--- src/hw/rtl/plb_pkg.sv ---
// Shared types, codes and arithmetic helpers for the pixel layer blend block.
`default_nettype none

package plb_pkg;

    localparam int NUM_LANES  = 3;
    localparam int NUM_STAGES = 7;
    localparam int CFG_IDX_W  = 2;
    localparam int CFG_DATA_W = 8;
    localparam int PROD_W     = 20;
    localparam int MUL8_W     = 24;

    typedef enum logic [3:0] {
        BLEND_NORMAL     = 4'd0,
        BLEND_ADD        = 4'd1,
        BLEND_SUBTRACT   = 4'd2,
        BLEND_DIFFERENCE = 4'd3,
        BLEND_LIGHTEN    = 4'd4,
        BLEND_DARKEN     = 4'd5,
        BLEND_DIVIDE     = 4'd6,
        BLEND_MULTIPLY   = 4'd7,
        BLEND_SCREEN     = 4'd8,
        BLEND_OVERLAY    = 4'd9
    } t_blend_mode;

    typedef enum logic [CFG_IDX_W-1:0] {
        CFG_IDX_MODE       = 2'd0,
        CFG_IDX_OPACITY    = 2'd1,
        CFG_IDX_SRC_ALPHA  = 2'd2,
        CFG_IDX_DEST_ALPHA = 2'd3
    } t_cfg_idx;

    typedef struct packed {
        logic [3:0] mode;
        logic [7:0] opacity;
        logic       src_has_alpha;
        logic       dest_has_alpha;
    } t_cfg;

    localparam t_cfg CFG_RESET = '{
        mode:           BLEND_NORMAL,
        opacity:        8'd255,
        src_has_alpha:  1'b1,
        dest_has_alpha: 1'b1
    };

    typedef struct packed {
        logic [7:0] dest_red;
        logic [7:0] dest_green;
        logic [7:0] dest_blue;
        logic [7:0] dest_alpha;
        logic [7:0] src_red;
        logic [7:0] src_green;
        logic [7:0] src_blue;
        logic [7:0] src_alpha;
    } t_pix_in;

    typedef struct packed {
        logic [7:0] out_red;
        logic [7:0] out_green;
        logic [7:0] out_blue;
        logic [7:0] out_alpha;
    } t_pix_out;

    typedef logic signed [PROD_W-1:0] t_prod;

    // Rounded divide by 255 of a product, floor shifts for negative values.
    function automatic logic signed [MUL8_W-1:0] mul8_round(
        input logic signed [MUL8_W-1:0] prod
    );
        logic signed [MUL8_W-1:0] t;
        t = prod + MUL8_W'(signed'(9'sd128));
        mul8_round = ((t >>> 8) + t) >>> 8;
    endfunction

    // One restoring division step: returns {quotient bit, new remainder}.
    function automatic logic [9:0] div_step(
        input logic [8:0] rem,
        input logic [8:0] dvs
    );
        logic [9:0] sh;
        sh = {rem, 1'b0};
        if (sh >= {1'b0, dvs}) begin
            div_step = {1'b1, 9'(sh - {1'b0, dvs})};
        end else begin
            div_step = {1'b0, sh[8:0]};
        end
    endfunction

endpackage

`default_nettype wire

--- src/hw/rtl/plb_stream_if.sv ---
// Valid/ready stream channel carrying one pixel item.
`default_nettype none

interface plb_stream_if #(
    parameter type t_payload = logic
) ();
    logic     valid;
    logic     ready;
    t_payload data;

    modport source (output valid, output data, input ready);
    modport sink   (input valid, input data, output ready);
endinterface

`default_nettype wire

--- src/hw/rtl/pixel_layer_blend_core.sv ---
// Top level of the pixel layer blend block: config registers, pipeline control, lanes.
//
// Usage:
//   i_pix carries one item per handshake: a destination and a source RGBA8 pixel.
//   o_pix returns one blended RGBA8 pixel for every accepted item, in order.
//   Both channels move an item at a rising edge with valid and ready high.
//   i_cfg_we/i_cfg_idx/i_cfg_data write blend mode, opacity and the two
//   has-alpha flags; write them only while no item is in flight.
// Timing:
//   Seven register stages. One item per cycle sustained while o_pix.ready is
//   high: three color lanes and the alpha unit work in parallel, the divider
//   retires three, three and two quotient bits in stages one to three, and
//   each multiply has a stage of its own.
// Reset:
//   Clears all stage valid bits and loads mode normal, opacity 255 and both
//   has-alpha flags set.
// Stall:
//   Each stage advances when the stage after it is empty or moving, so bubbles
//   collapse; i_pix.ready falls only once all seven stages hold items.
`default_nettype none

module pixel_layer_blend_core import plb_pkg::*; (
    input  logic                  i_clk,
    input  logic                  i_rst_n,
    input  logic                  i_cfg_we,
    input  logic [CFG_IDX_W-1:0]  i_cfg_idx,
    input  logic [CFG_DATA_W-1:0] i_cfg_data,
    plb_stream_if.sink            i_pix,
    plb_stream_if.source          o_pix
);

    t_cfg                  r_cfg;
    logic [NUM_STAGES-1:0] r_v;
    logic [NUM_STAGES-1:0] w_en;

    logic [7:0] w_d [NUM_LANES];
    logic [7:0] w_s [NUM_LANES];
    logic [7:0] w_lane_d [NUM_LANES];
    t_prod      w_lane_prod [NUM_LANES];
    logic [7:0] w_alpha, w_oa;
    t_pix_out   w_out;

    always_ff @(posedge i_clk) begin
        if (!i_rst_n) begin
            r_cfg <= CFG_RESET;
        end else if (i_cfg_we) begin
            unique case (i_cfg_idx)
                CFG_IDX_MODE:       r_cfg.mode           <= i_cfg_data[3:0];
                CFG_IDX_OPACITY:    r_cfg.opacity        <= i_cfg_data[7:0];
                CFG_IDX_SRC_ALPHA:  r_cfg.src_has_alpha  <= i_cfg_data[0];
                CFG_IDX_DEST_ALPHA: r_cfg.dest_has_alpha <= i_cfg_data[0];
            endcase
        end
    end

    // advance a stage when the next one is empty or advancing
    always_comb begin
        w_en[NUM_STAGES-1] = !r_v[NUM_STAGES-1] || o_pix.ready;
        for (int i = NUM_STAGES - 2; i >= 0; i--) begin
            w_en[i] = !r_v[i] || w_en[i+1];
        end
    end

    always_ff @(posedge i_clk) begin
        if (!i_rst_n) begin
            r_v <= '0;
        end else begin
            if (w_en[0]) begin
                r_v[0] <= i_pix.valid;
            end
            for (int i = 1; i < NUM_STAGES; i++) begin
                if (w_en[i]) begin
                    r_v[i] <= r_v[i-1];
                end
            end
        end
    end

    assign i_pix.ready = w_en[0];
    assign o_pix.valid = r_v[NUM_STAGES-1];
    assign o_pix.data  = w_out;

    assign w_d[0] = i_pix.data.dest_red;
    assign w_d[1] = i_pix.data.dest_green;
    assign w_d[2] = i_pix.data.dest_blue;
    assign w_s[0] = i_pix.data.src_red;
    assign w_s[1] = i_pix.data.src_green;
    assign w_s[2] = i_pix.data.src_blue;

    for (genvar g = 0; g < NUM_LANES; g++) begin : g_lane
        plb_lane u_lane (
            .i_clk   (i_clk),
            .i_en    (w_en),
            .i_cfg   (r_cfg),
            .i_d     (w_d[g]),
            .i_s     (w_s[g]),
            .i_alpha (w_alpha),
            .o_d     (w_lane_d[g]),
            .o_prod  (w_lane_prod[g])
        );
    end

    plb_alpha u_alpha (
        .i_clk   (i_clk),
        .i_en    (w_en),
        .i_cfg   (r_cfg),
        .i_da    (i_pix.data.dest_alpha),
        .i_sa    (i_pix.data.src_alpha),
        .o_alpha (w_alpha),
        .o_oa    (w_oa)
    );

    plb_merge u_merge (
        .i_clk  (i_clk),
        .i_en   (w_en[NUM_STAGES-1]),
        .i_cfg  (r_cfg),
        .i_d    (w_lane_d),
        .i_prod (w_lane_prod),
        .i_oa   (w_oa),
        .o_pix  (w_out)
    );

    a_blocked_only_when_full: assert property (@(posedge i_clk) disable iff (!i_rst_n)
        !i_pix.ready |-> (&r_v))
        else $error("input blocked while a pipeline stage is empty");

    a_accept_enters: assert property (@(posedge i_clk) disable iff (!i_rst_n)
        (i_pix.valid && i_pix.ready) |=> r_v[0])
        else $error("accepted item did not enter the first stage");

    a_no_item_lost: assert property (@(posedge i_clk) disable iff (!i_rst_n)
        (r_v[NUM_STAGES-2] && !r_v[NUM_STAGES-1]) |=> r_v[NUM_STAGES-1])
        else $error("item dropped before the output register");

    a_drain: assert property (@(posedge i_clk) disable iff (!i_rst_n)
        (o_pix.valid && o_pix.ready && !r_v[NUM_STAGES-2]) |=> !o_pix.valid)
        else $error("output shows an item that was never in the pipeline");

endmodule

`default_nettype wire

--- src/hw/rtl/plb_lane.sv ---
// One color channel lane: mode result, divider, and the alpha-weighted difference.
`default_nettype none

module plb_lane import plb_pkg::*; (
    input  logic                  i_clk,
    input  logic [NUM_STAGES-1:0] i_en,
    input  t_cfg                  i_cfg,
    input  logic [7:0]            i_d,
    input  logic [7:0]            i_s,
    input  logic [7:0]            i_alpha,
    output logic [7:0]            o_d,
    output t_prod                 o_prod
);

    // stage 0
    logic [7:0]  r_s0_d, r_s0_s;
    // stage 1
    logic [7:0]  r_s1_d, r_s1_s;
    logic [8:0]  r_s1_div, r_s1_rem;
    logic [2:0]  r_s1_q;
    logic        r_s1_clamp;
    logic [15:0] r_s1_p_mul, r_s1_p_scr;
    logic [16:0] r_s1_p_ovl;
    // stage 2
    logic [7:0]  r_s2_d;
    logic [8:0]  r_s2_div, r_s2_rem;
    logic [5:0]  r_s2_q;
    logic        r_s2_clamp;
    logic [7:0]  r_s2_m_simple, r_s2_m_mul, r_s2_m_scr;
    logic [9:0]  r_s2_u;
    // stage 3
    logic [7:0]  r_s3_d, r_s3_m_pre;
    logic [17:0] r_s3_p_ovl2;
    // stage 4
    logic [7:0]         r_s4_d;
    logic signed [10:0] r_s4_diff;
    // stage 5
    logic [7:0]  r_s5_d;
    t_prod       r_s5_prod;

    logic [8:0]  n_s1_rem, n_s2_rem;
    logic [2:0]  n_s1_q;
    logic [5:0]  n_s2_q;
    logic [7:0]  n_s3_q;
    logic [9:0]  n_step1, n_step2, n_step3;
    logic [8:0]  n_s3_rem;
    logic [7:0]  n_s2_m_simple, n_s3_m_pre;
    logic [8:0]  n_sum;
    logic signed [MUL8_W-1:0] n_mul_full, n_scr_full, n_ovl_full, n_ovl2_full;
    logic [9:0]  n_m10;
    logic signed [10:0] n_s4_diff;
    t_prod       n_s5_prod;

    // divider, first three quotient bits
    always_comb begin
        n_s1_rem = {1'b0, r_s0_d};
        n_s1_q   = '0;
        for (int k = 0; k < 3; k++) begin
            n_step1  = div_step(n_s1_rem, 9'(r_s0_s) + 9'd1);
            n_s1_rem = n_step1[8:0];
            n_s1_q   = {n_s1_q[1:0], n_step1[9]};
        end
    end

    always_ff @(posedge i_clk) begin
        if (i_en[0]) begin
            r_s0_d <= i_d;
            r_s0_s <= i_s;
        end
        if (i_en[1]) begin
            r_s1_d     <= r_s0_d;
            r_s1_s     <= r_s0_s;
            r_s1_div   <= 9'(r_s0_s) + 9'd1;
            r_s1_rem   <= n_s1_rem;
            r_s1_q     <= n_s1_q;
            r_s1_clamp <= r_s0_d > r_s0_s;
            r_s1_p_mul <= 16'(r_s0_s) * 16'(r_s0_d);
            r_s1_p_scr <= 16'(8'd255 - r_s0_s) * 16'(8'd255 - r_s0_d);
            r_s1_p_ovl <= 17'({r_s0_s, 1'b0}) * 17'(8'd255 - r_s0_d);
        end
    end

    // stage 2: simple modes, finish first products, three more divider bits
    always_comb begin
        n_sum = 9'(r_s1_d) + 9'(r_s1_s);
        unique case (i_cfg.mode)
            BLEND_NORMAL:     n_s2_m_simple = r_s1_s;
            BLEND_ADD:        n_s2_m_simple = n_sum[8] ? 8'd255 : n_sum[7:0];
            BLEND_SUBTRACT:   n_s2_m_simple = (r_s1_d > r_s1_s) ? r_s1_d - r_s1_s : 8'd0;
            BLEND_DIFFERENCE: n_s2_m_simple = (r_s1_d > r_s1_s) ? r_s1_d - r_s1_s
                                                                 : r_s1_s - r_s1_d;
            BLEND_LIGHTEN:    n_s2_m_simple = (r_s1_d > r_s1_s) ? r_s1_d : r_s1_s;
            BLEND_DARKEN:     n_s2_m_simple = (r_s1_d < r_s1_s) ? r_s1_d : r_s1_s;
            default:          n_s2_m_simple = 8'd0;
        endcase
        n_mul_full = mul8_round(signed'({8'd0, r_s1_p_mul}));
        n_scr_full = mul8_round(signed'({8'd0, r_s1_p_scr}));
        n_ovl_full = mul8_round(signed'({7'd0, r_s1_p_ovl}));

        n_s2_rem = r_s1_rem;
        n_s2_q   = {3'd0, r_s1_q};
        for (int k = 0; k < 3; k++) begin
            n_step2  = div_step(n_s2_rem, r_s1_div);
            n_s2_rem = n_step2[8:0];
            n_s2_q   = {n_s2_q[4:0], n_step2[9]};
        end
    end

    always_ff @(posedge i_clk) begin
        if (i_en[2]) begin
            r_s2_d        <= r_s1_d;
            r_s2_div      <= r_s1_div;
            r_s2_rem      <= n_s2_rem;
            r_s2_q        <= n_s2_q;
            r_s2_clamp    <= r_s1_clamp;
            r_s2_m_simple <= n_s2_m_simple;
            r_s2_m_mul    <= n_mul_full[7:0];
            r_s2_m_scr    <= 8'd255 - n_scr_full[7:0];
            r_s2_u        <= 10'(r_s1_d) + n_ovl_full[9:0];
        end
    end

    // stage 3: last divider bits, pick the non-overlay mode result
    always_comb begin
        n_s3_rem = r_s2_rem;
        n_s3_q   = {2'd0, r_s2_q};
        for (int k = 0; k < 2; k++) begin
            n_step3  = div_step(n_s3_rem, r_s2_div);
            n_s3_rem = n_step3[8:0];
            n_s3_q   = {n_s3_q[6:0], n_step3[9]};
        end
        unique case (i_cfg.mode)
            BLEND_DIVIDE:   n_s3_m_pre = r_s2_clamp ? 8'd255 : n_s3_q;
            BLEND_MULTIPLY: n_s3_m_pre = r_s2_m_mul;
            BLEND_SCREEN:   n_s3_m_pre = r_s2_m_scr;
            default:        n_s3_m_pre = r_s2_m_simple;
        endcase
    end

    always_ff @(posedge i_clk) begin
        if (i_en[3]) begin
            r_s3_d      <= r_s2_d;
            r_s3_m_pre  <= n_s3_m_pre;
            r_s3_p_ovl2 <= 18'(r_s2_d) * 18'(r_s2_u);
        end
    end

    // stage 4: mode result minus destination
    always_comb begin
        n_ovl2_full = mul8_round(signed'({6'd0, r_s3_p_ovl2}));
        n_m10 = (i_cfg.mode == BLEND_OVERLAY) ? n_ovl2_full[9:0] : {2'd0, r_s3_m_pre};
        n_s4_diff = signed'({1'b0, n_m10}) - signed'({3'd0, r_s3_d});
    end

    assign n_s5_prod = PROD_W'(r_s4_diff) * PROD_W'(signed'({1'b0, i_alpha}));

    always_ff @(posedge i_clk) begin
        if (i_en[4]) begin
            r_s4_d    <= r_s3_d;
            r_s4_diff <= n_s4_diff;
        end
        if (i_en[5]) begin
            r_s5_d    <= r_s4_d;
            r_s5_prod <= n_s5_prod;
        end
    end

    assign o_d    = r_s5_d;
    assign o_prod = r_s5_prod;

endmodule

`default_nettype wire

--- src/hw/rtl/plb_alpha.sv ---
// Alpha unit: effective blend alpha for the color lanes and the updated pixel alpha.
`default_nettype none

module plb_alpha import plb_pkg::*; (
    input  logic                  i_clk,
    input  logic [NUM_STAGES-1:0] i_en,
    input  t_cfg                  i_cfg,
    input  logic [7:0]            i_da,
    input  logic [7:0]            i_sa,
    output logic [7:0]            o_alpha,
    output logic [7:0]            o_oa
);

    logic [7:0]  r_s0_da, r_s0_sa;
    logic [7:0]  r_s1_da, r_s1_sa;
    logic [15:0] r_s1_pa, r_s1_pb;
    logic [7:0]  r_s2_alpha, r_s2_oa;
    logic [7:0]  r_s3_alpha, r_s3_oa;
    logic [7:0]  r_s4_alpha, r_s4_oa;
    logic [7:0]  r_s5_oa;

    logic signed [MUL8_W-1:0] n_pa_full, n_pb_full;
    logic [8:0] n_sum;
    logic [7:0] n_s2_alpha, n_s2_oa;

    always_ff @(posedge i_clk) begin
        if (i_en[0]) begin
            r_s0_da <= i_da;
            r_s0_sa <= i_sa;
        end
        if (i_en[1]) begin
            r_s1_da <= r_s0_da;
            r_s1_sa <= r_s0_sa;
            r_s1_pa <= 16'(r_s0_sa) * 16'(i_cfg.opacity);
            r_s1_pb <= 16'(8'd255 - r_s0_sa) * 16'(r_s0_da);
        end
    end

    always_comb begin
        n_pa_full  = mul8_round(signed'({8'd0, r_s1_pa}));
        n_pb_full  = mul8_round(signed'({8'd0, r_s1_pb}));
        n_sum      = 9'(r_s1_sa) + n_pb_full[8:0];
        n_s2_alpha = i_cfg.src_has_alpha ? n_pa_full[7:0] : i_cfg.opacity;
        // keep destination alpha unless both pixels carry alpha and the mode is known
        priority if (i_cfg.mode > BLEND_OVERLAY || !i_cfg.src_has_alpha
                     || !i_cfg.dest_has_alpha) begin
            n_s2_oa = r_s1_da;
        end else if (i_cfg.mode == BLEND_NORMAL) begin
            n_s2_oa = n_sum[8] ? 8'd255 : n_sum[7:0];
        end else if (i_cfg.mode <= BLEND_DARKEN) begin
            n_s2_oa = 8'd255;
        end else begin
            n_s2_oa = (r_s1_da < r_s1_sa) ? r_s1_da : r_s1_sa;
        end
    end

    always_ff @(posedge i_clk) begin
        if (i_en[2]) begin
            r_s2_alpha <= n_s2_alpha;
            r_s2_oa    <= n_s2_oa;
        end
        if (i_en[3]) begin
            r_s3_alpha <= r_s2_alpha;
            r_s3_oa    <= r_s2_oa;
        end
        if (i_en[4]) begin
            r_s4_alpha <= r_s3_alpha;
            r_s4_oa    <= r_s3_oa;
        end
        if (i_en[5]) begin
            r_s5_oa <= r_s4_oa;
        end
    end

    assign o_alpha = r_s4_alpha;
    assign o_oa    = r_s5_oa;

endmodule

`default_nettype wire

--- src/hw/rtl/plb_merge.sv ---
// Output stage: rounds each lane's weighted difference, adds it back and packs the pixel.
`default_nettype none

module plb_merge import plb_pkg::*; (
    input  logic       i_clk,
    input  logic       i_en,
    input  t_cfg       i_cfg,
    input  logic [7:0] i_d [NUM_LANES],
    input  t_prod      i_prod [NUM_LANES],
    input  logic [7:0] i_oa,
    output t_pix_out   o_pix
);

    t_pix_out r_out;
    logic signed [MUL8_W-1:0] n_round [NUM_LANES];
    logic [7:0] n_col [NUM_LANES];

    always_comb begin
        for (int k = 0; k < NUM_LANES; k++) begin
            n_round[k] = mul8_round(MUL8_W'(i_prod[k]));
            // unknown mode codes pass the destination through
            n_col[k] = (i_cfg.mode > BLEND_OVERLAY) ? i_d[k] : n_round[k][7:0] + i_d[k];
        end
    end

    always_ff @(posedge i_clk) begin
        if (i_en) begin
            r_out.out_red   <= n_col[0];
            r_out.out_green <= n_col[1];
            r_out.out_blue  <= n_col[2];
            r_out.out_alpha <= i_oa;
        end
    end

    assign o_pix = r_out;

endmodule

`default_nettype wire

--- src/flat_wrapper.sv ---
// flat-port wrapper written by rule: the top's interface ports become plain ports
module pixel_layer_blend_core_flat import plb_pkg::*;
  (i_clk, i_rst_n, i_cfg_we, i_cfg_idx, i_cfg_data, i_pix_valid, i_pix_data, i_pix_ready, o_pix_valid, o_pix_data, o_pix_ready);
  plb_stream_if #(.t_payload(t_pix_in)) i_pix_i ();
  plb_stream_if #(.t_payload(t_pix_out)) o_pix_i ();
  input  logic i_clk;
  input  logic i_rst_n;
  input  logic i_cfg_we;
  input  logic [CFG_IDX_W-1:0] i_cfg_idx;
  input  logic [CFG_DATA_W-1:0] i_cfg_data;
  input wire logic [$bits(i_pix_i.valid)-1:0] i_pix_valid;
  input wire logic [$bits(i_pix_i.data)-1:0] i_pix_data;
  output wire logic [$bits(i_pix_i.ready)-1:0] i_pix_ready;
  output wire logic [$bits(o_pix_i.valid)-1:0] o_pix_valid;
  output wire logic [$bits(o_pix_i.data)-1:0] o_pix_data;
  input wire logic [$bits(o_pix_i.ready)-1:0] o_pix_ready;
  assign i_pix_i.valid = i_pix_valid;
  assign i_pix_i.data = i_pix_data;
  assign i_pix_ready = i_pix_i.ready;
  assign o_pix_valid = o_pix_i.valid;
  assign o_pix_data = o_pix_i.data;
  assign o_pix_i.ready = o_pix_ready;
  pixel_layer_blend_core u_core (.i_clk(i_clk), .i_rst_n(i_rst_n), .i_cfg_we(i_cfg_we), .i_cfg_idx(i_cfg_idx), .i_cfg_data(i_cfg_data), .i_pix(i_pix_i), .o_pix(o_pix_i));
endmodule
--- config.mk ---
export PLATFORM = sky130hd
export DESIGN_NAME = pixel_layer_blend_core_flat
export DESIGN_NICKNAME = d
export VERILOG_FILES = /design/src/hw/rtl/plb_pkg.sv /design/src/hw/rtl/plb_stream_if.sv /design/src/hw/rtl/pixel_layer_blend_core.sv /design/src/hw/rtl/plb_lane.sv /design/src/hw/rtl/plb_alpha.sv /design/src/hw/rtl/plb_merge.sv /design/src/flat_wrapper.sv
export SDC_FILE = /design/constraint.sdc
export NUM_CORES = 2
export LEC_CHECK = 0
export BUFFER_PORTS_ARGS = -buffer_cell sky130_fd_sc_hd__buf_2
export CAP_MARGIN = 20
export CORE_AREA = 3 3 347 692
export CTS_BUF_LIST = sky130_fd_sc_hd__clkbuf_8
export DETAILED_ROUTE_END_ITERATION = 12
export DIE_AREA = 0 0 350 695
export SYNTH_ARGS = -nofsm -noshare
export SYNTH_HDL_FRONTEND = slang
export SYNTH_SLANG_ARGS = --single-unit
export TNS_END_PERCENT = 5
--- constraint.sdc ---
create_clock -name i_clk -period 23.2 [get_ports i_clk]
set_clock_uncertainty 0.05 [all_clocks]
set_input_delay 1.16 -clock i_clk [delete_from_list [all_inputs] [get_ports i_clk]]
set_output_delay 1.16 -clock i_clk [all_outputs]
set_load 0.02 [all_outputs]
Yosys cells after proc, flatten, opt, wreduce, memory -nomap -nowiden
Cells that the tools add are included.
Word-level totals
  register bits after elaboration: 923
  latch bits: 0
  bits in writable memories: 0
  ROM bits: 0
  bits of input ports: 79
  output and inout bits: 34
  word-level logic and storage cells: 357
  memories kept: 0
Operators by class
  add/sub/neg operators: 93
  $mul: 17
  div/mod/pow operators: 0
  $lt $le $gt $ge: 36
  equality and inequality tests: 12
  shifts and indexed selects: 0
  mux-type cells: 60
  bitwise logic cells: 0
  reductions and logical operators: 24
Operator list (count)
  $mux W10: 27
  $mux W8: 27
  $sub A9 B9 Y9: 24
  $ge A10 B9 Y1: 21
  $pmux W8 S6: 3
  $add A16 B8 Y17 const B: 8
  $add A9 B16 Y16: 7
  $sub A8 B8 Y9 const A: 10
  $pmux W8 S3: 3
  $mul A8 B8 Y16: 4
  $mul A9 B9 Y16: 4
  $add A20 B9 Y21 const B: 3
  $mul A11 B9 Y20: 3
  $add A18 B8 Y19 const B: 3
  $add A10 B18 Y18: 3
  $add A11 B18 Y18: 3
  $add A17 B8 Y18 const B: 3
  $mul A8 B10 Y18: 3
  $mul A8 B17 Y16: 3
  $add A13 B16 Y16: 3
  $gt A8 B8 Y1: 6
  $sub A8 B8 Y8: 6
  $sub A10 B8 Y11: 3
  $lt A8 B8 Y1: 4
  other kinds (21): 58

Logic depth before layout (Yosys ltp)
  word-level depth: 8
  mapped depth: 35

Cells and area by module
A second synthesis with hierarchy kept.
Unflattened totals
  cell total of the unflattened synthesis: 9667
  area, all modules: 95017.4 um2
Modules (own cells, without submodules)
  plb_lane (u_core.g_lane[2].u_lane): times used 1, cells each 2768, area an instance 27024.7 um2, sequential area each 7507.2 um2
  plb_lane (u_core.g_lane[0].u_lane): times used 1, cells each 2764, area an instance 26864.5 um2, sequential area each 7507.2 um2
  plb_lane (u_core.g_lane[1].u_lane): times used 1, cells each 2745, area an instance 26786.9 um2, sequential area each 7507.2 um2
  plb_alpha: times used 1, cells each 855, area an instance 9477.8 um2, sequential area each 3603.5 um2
  plb_merge: times used 1, cells each 445, area an instance 4052.6 um2, sequential area each 960.9 um2
  pixel_layer_blend_core: times used 1, cells each 90, area an instance 810.8 um2, sequential area each 420.4 um2

Worst setup path before layout
No wires, ideal clock.
  path type: input-to-reg
  from: in o_pix_ready
  to: reg u_core.g_lane[0].u_lane.r_s1_clamp, enable pin
  data arrival time: 7.747 ns
  data required time: 22.493 ns
  path slack: 14.747 ns
  cell stages on the path: 5
  cells stage by stage: nor2b_1 > and3_1 > and2_1 > and3_1 > inv_1
Between the ends
  cells in the longest elaborated chain, start to end: 6
Ends and longest elaborated chain
  start: declaration: RTL line flat_wrapper.sv:16  | input wire logic [$bits(o_pix_i.ready)-1:0] o_pix_ready;
  $logic_or A1 B1 Y1: RTL line pixel_layer_blend_core.sv:58  | w_en[NUM_STAGES-1] = !r_v[NUM_STAGES-1] || o_pix.ready;
  $logic_or A1 B1 Y1 (5 in series): RTL line pixel_layer_blend_core.sv:60  | w_en[i] = !r_v[i] || w_en[i+1];
  net u_core.g_lane[0].u_lane.i_en[1]: RTL line plb_lane.sv:6  | input logic [NUM_STAGES-1:0] i_en,
  end signal: assignment: RTL line plb_lane.sv:76  | r_s1_clamp <= r_s0_d > r_s0_s;
  end: declaration: RTL line plb_lane.sv:21  | logic r_s1_clamp;
The timed path passes the listed nets, and every way through them passes these cells.
A chain may end at the register's enable or synchronous reset.

Worst setup path in the final report
  from: reg u_core.g_lane[1].u_lane.r_s0_s[0]
  to: reg u_core.g_lane[1].u_lane.r_s1_rem[4], data pin
Between the ends
  cells in the longest elaborated chain, start to end: 7
  elaborated cells on any way between the ends: 10
Ends and longest elaborated chain
  start: declaration: RTL line plb_lane.sv:16  | logic [7:0] r_s0_d, r_s0_s;
  start signal: assignment: RTL line plb_lane.sv:68  | r_s0_s <= i_s;
  $add A8 B1 Y9 *: RTL line plb_lane.sv:59  | n_step1 = div_step(n_s1_rem, 9'(r_s0_s) + 9'd1);
  $sub A9 B9 Y9 or $ge A9 B9 Y1 (tied branches): RTL line plb_pkg.sv:84, plb_pkg.sv:83
  $mux W10: RTL line plb_pkg.sv:83  | if (sh >= {1'b0, dvs}) begin
  $sub A9 B9 Y9 or $ge A10 B9 Y1 (tied branches): RTL line plb_pkg.sv:84, plb_pkg.sv:83
  $mux W10: RTL line plb_pkg.sv:83
  $sub A9 B9 Y9 or $ge A10 B9 Y1 (tied branches): RTL line plb_pkg.sv:84, plb_pkg.sv:83
  $mux W10 *: RTL line plb_pkg.sv:83
  net u_core.g_lane[1].u_lane.n_step1[4]: RTL line plb_lane.sv:45  | logic [9:0] n_step1, n_step2, n_step3;
  end signal: assignment: RTL line plb_lane.sv:74  | r_s1_rem <= n_s1_rem;
  end: declaration: RTL line plb_lane.sv:19  | logic [8:0] r_s1_div, r_s1_rem;
The timed path passes the listed nets; every way through them passes the cells marked *.

==> impl_metrics.env <==
export IMPL_grt_usage=0.207
export IMPL_cp_arrival_ps=9760
export IMPL_antenna_found_initial=32
export IMPL_fin_nets=11708
export IMPL_met1_usage=0.195
export IMPL_period_share=0.394
export IMPL_fill_cells=22397
export IMPL_cts_sinks=923
export IMPL_syn_avg_cell_area_um2=9.90
export IMPL_rsz0062_at_grt="no"
export IMPL_cts_buffers=159
export IMPL_drv_slew=0
export IMPL_rows=252
export IMPL_cts_resized=0
export IMPL_timing_rr_start="u_core.g_lane[1].u_lane.r_s0_s[0]$_DFFE_PP_"
export IMPL_endpoint_kind="flop"
export IMPL_drive_above_1_share=0.0610
export IMPL_worst_slew_pin_transition_ps=1200
export IMPL_vias=66759
export IMPL_place_area_um2=98000
export IMPL_crit_slowest_cell="nor3_2"
export IMPL_htreeDepth=4
export IMPL_status="complete, no violations"
export IMPL_drtIter0Drc=3329
export IMPL_min_path_type="primary input to flop"
export IMPL_synth_cells=9481
export IMPL_grt_busiest_layer="met2"
export IMPL_portBuffers=112
export IMPL_dp_hpwl_um=203000
export IMPL_ant_nets=0
export IMPL_use_met2=0.411
export IMPL_cts_tree="done"
export IMPL_crit_top_cell="ha_1"
export IMPL_clk_latency_ps=940
export IMPL_yosysUniqueCellTypes=103
export IMPL_crit_path_end="u_core.g_lane[1].u_lane.r_s1_rem[4]$_DFFE_PP_"
export IMPL_die_w_um=350
export IMPL_ctsHoldBuffers=0
export IMPL_grt_pass1_vias=72431
export IMPL_hold_violations=0
export IMPL_syn_nets=11595
export IMPL_globalplace_congestion=0.943
export IMPL_area_growth_pct=7.94
export IMPL_max_cap_violations=0
export IMPL_whs_ps=344
export IMPL_period_needed_ps=9130
export IMPL_use_met3=0.0235
export IMPL_cp_top_family="compound AO/OA/AOI/OAI gates"
export IMPL_finalSetupTns_ps=0
export IMPL_grt_max_degree=143
export IMPL_die_h_um=695
export IMPL_slew_headroom=0.195
export IMPL_postLayoutCellArea_um2=101000
export IMPL_r2r_setup_slack_ps=14070
export IMPL_routed_wl_um=251000
export IMPL_cp_depth=32
export IMPL_fmax_ghz=0.109
export IMPL_cts_root_buf="clkbuf_8"
export IMPL_vias_per_cell=5.23
export IMPL_critPathMaxStageDelay_ps=640
export IMPL_ys_flop_type="edfxtp_1"
export IMPL_critPathKind="flop to flop"
export IMPL_synth_edf_count=902
export IMPL_netlist_area_um2=93800
export IMPL_path_max_fanout=31
export IMPL_die_area_um2=243000
export IMPL_clk_pin_slew_ps=60
export IMPL_required_ps=23820
export IMPL_start_kind="flop"
export IMPL_grt_pass1_wl_um=391000
export IMPL_crit_buf_inv=3
export IMPL_postLayoutCoreUtil=0.430
export IMPL_overflow=0
export IMPL_firstDrtPassIters=7
export IMPL_drcViolationCount=0
export IMPL_core_um2=236000
export IMPL_io_pin_count=113
export IMPL_initial_core_util=0.398
export IMPL_ys_async_sr_fraction=0
export IMPL_rr_endpoint="u_core.g_lane[1].u_lane.r_s1_rem[4]$_DFFE_PP_"
export IMPL_synth_seq_cells=923
export IMPL_postCtsSetupRepairBufs=0
export IMPL_crit_path_start="u_core.g_lane[1].u_lane.r_s0_s[0]$_DFFE_PP_"
export IMPL_seq_area_frac_synth=0.293
export IMPL_clockBufferDepth=4
export IMPL_reg2reg_depth=32
export IMPL_yosysWarningCount=0
export IMPL_setup_violations=0
export IMPL_wire_per_inst_um=19.7
## cell usage in the layout, fill, tap and decap left out, drive strengths merged, types with 19 or more instances in the layout
master	n
nand4	35
nand2b	85
o22ai	42
buf	190
xor2	218
a211oi	20
and2	363
a31oi	27
a21oi	418
clkinv	68
dfxtp	21
nor2b	102
a221o	28
nand2	818
bufinv	19
o31ai	20
ha	1250
o21bai	97
o21a	32
inv	1567
xnor2	476
nand3	176
nor3	67
nor2	740
edfxtp	902
a21o	251
a21boi	55
and3	67
o21ai	285
fa	785
a31o	20
mux2	65
clkbuf	162
nor4	27
## how the worst min path moves through the flow
| stage | startpoint | cells past startpoint | end |
|---|---|---|---|
| CTS | i_pix_data[38] | 1 | u_core.u_alpha.r_s0_da[6]$_DFFE_PP_ |
| global route | i_pix_data[38] | 1 | u_core.u_alpha.r_s0_da[6]$_DFFE_PP_ |
| global placement | u_core.u_alpha.o_oa[4]$_DFFE_PP_ | 0 | u_core.u_merge.o_pix[4]$_DFFE_PP_ |
| floorplan | u_core.g_lane[0].u_lane.r_s4_d[0]$_DFFE_PP_ | 0 | u_core.g_lane[0].u_lane.o_d[0]$_DFFE_PP_ |
| detailed placement | u_core.u_alpha.r_s4_oa[1]$_DFFE_PP_ | 0 | u_core.u_alpha.o_oa[1]$_DFFE_PP_ |
| finish | i_pix_data[38] | 1 | u_core.u_alpha.r_s0_da[6]$_DFFE_PP_ |
## kinds of logic after synthesis
logic type                 count (synthesis)  share of synthesized area
adders and majority gates               2051                      0.336
xor gates and xnor gates                 702                     0.0676
and+or+nand+nor                         2542                      0.127
muxes                                     74                    0.00905
buffers and inverters                   1789                     0.0720
DFF                                      923                      0.293
AOI/OAI and AO/OA                       1400                     0.0956
## cells in the mapped netlist, drive strengths merged (12+ instances only)
library cell  count  area (um^2)
nor2b           102          638
dfxtp            21          420
a21o            251         1880
clkbuf          191          717
nand3           176          891
mux2             65          747
inv            1541         5790
o22ai            42          263
o21a             32          240
and3             67          424
a31oi            27          190
nand4            35          219
a221oi           15          131
a21oi           418         2090
or2              12         75.1
fa              785        15700
o21bai           97          728
a211oi           20          150
edfxtp          902        27100
xor2            218         1910
a21boi           55          413
and2            363         2270
a221o            28          280
and4             13          119
nand2           818         3070
nor3             67          345
nand2b           85          532
nor2            740         2800
buf              47          213
o31ai            20          169
ha             1250        15600
o21ai           285         1430
xnor2           476         4260
a31o             20          175
o211ai           16          120
nor4             27          218
maj3             16          161
## per-stage QoR
step	setup WS (ps)	instances
2_1_floorplan	14750	9481
3_3_place_gp	14020	12479
3_5_place_dp	13990	12481
4_1_cts	13960	12760
5_1_grt	13360	12764
6_report	14070	12768
## state kept, by name (all words and copies together), names as in the netlist, 27 cells and up
name	cells
u_core.g_lane.u_lane.r_s2_u	30
u_core.g_lane.u_lane.r_s1_p_ovl	48
u_core.g_lane.u_lane.r_s4_diff	33
u_core.g_lane.u_lane.r_s1_p_scr	48
u_core.g_lane.u_lane.r_s1_div	27
u_core.g_lane.u_lane.r_s1_p_mul	48
u_core.g_lane.u_lane.o_prod	60
u_core.g_lane.u_lane.r_s2_div	27
u_core.g_lane.u_lane.r_s1_rem	27
u_core.g_lane.u_lane.r_s3_p_ovl2	54
u_core.g_lane.u_lane.r_s2_rem	27
u_core.u_merge.o_pix	32
## routing by layer
metal / share of wire / vias to the layer above
li1: - / 31574
met1: 0.33 / 32785
met2: 0.56 / 1581
met3: 0.035 / 801
met4: 0.077 / 18
met5: 0.00041 / -
## cell type report
cell class	count	area [um^2]	area share
multi-input cells	6769	59600	0.589
flip-flops and latches	923	27500	0.272
inverters	1551	5830	0.0576
well taps	3048	3810	0.0376
clock buffers	162	2230	0.0220
repair buffers	190	1160	0.0115
clock inverters	117	1080	0.0107
diodes	8	20.0	0.000198
Power is not shown: default switching activity piles up to over one toggle a cycle in this logic, so the estimate is an artifact.
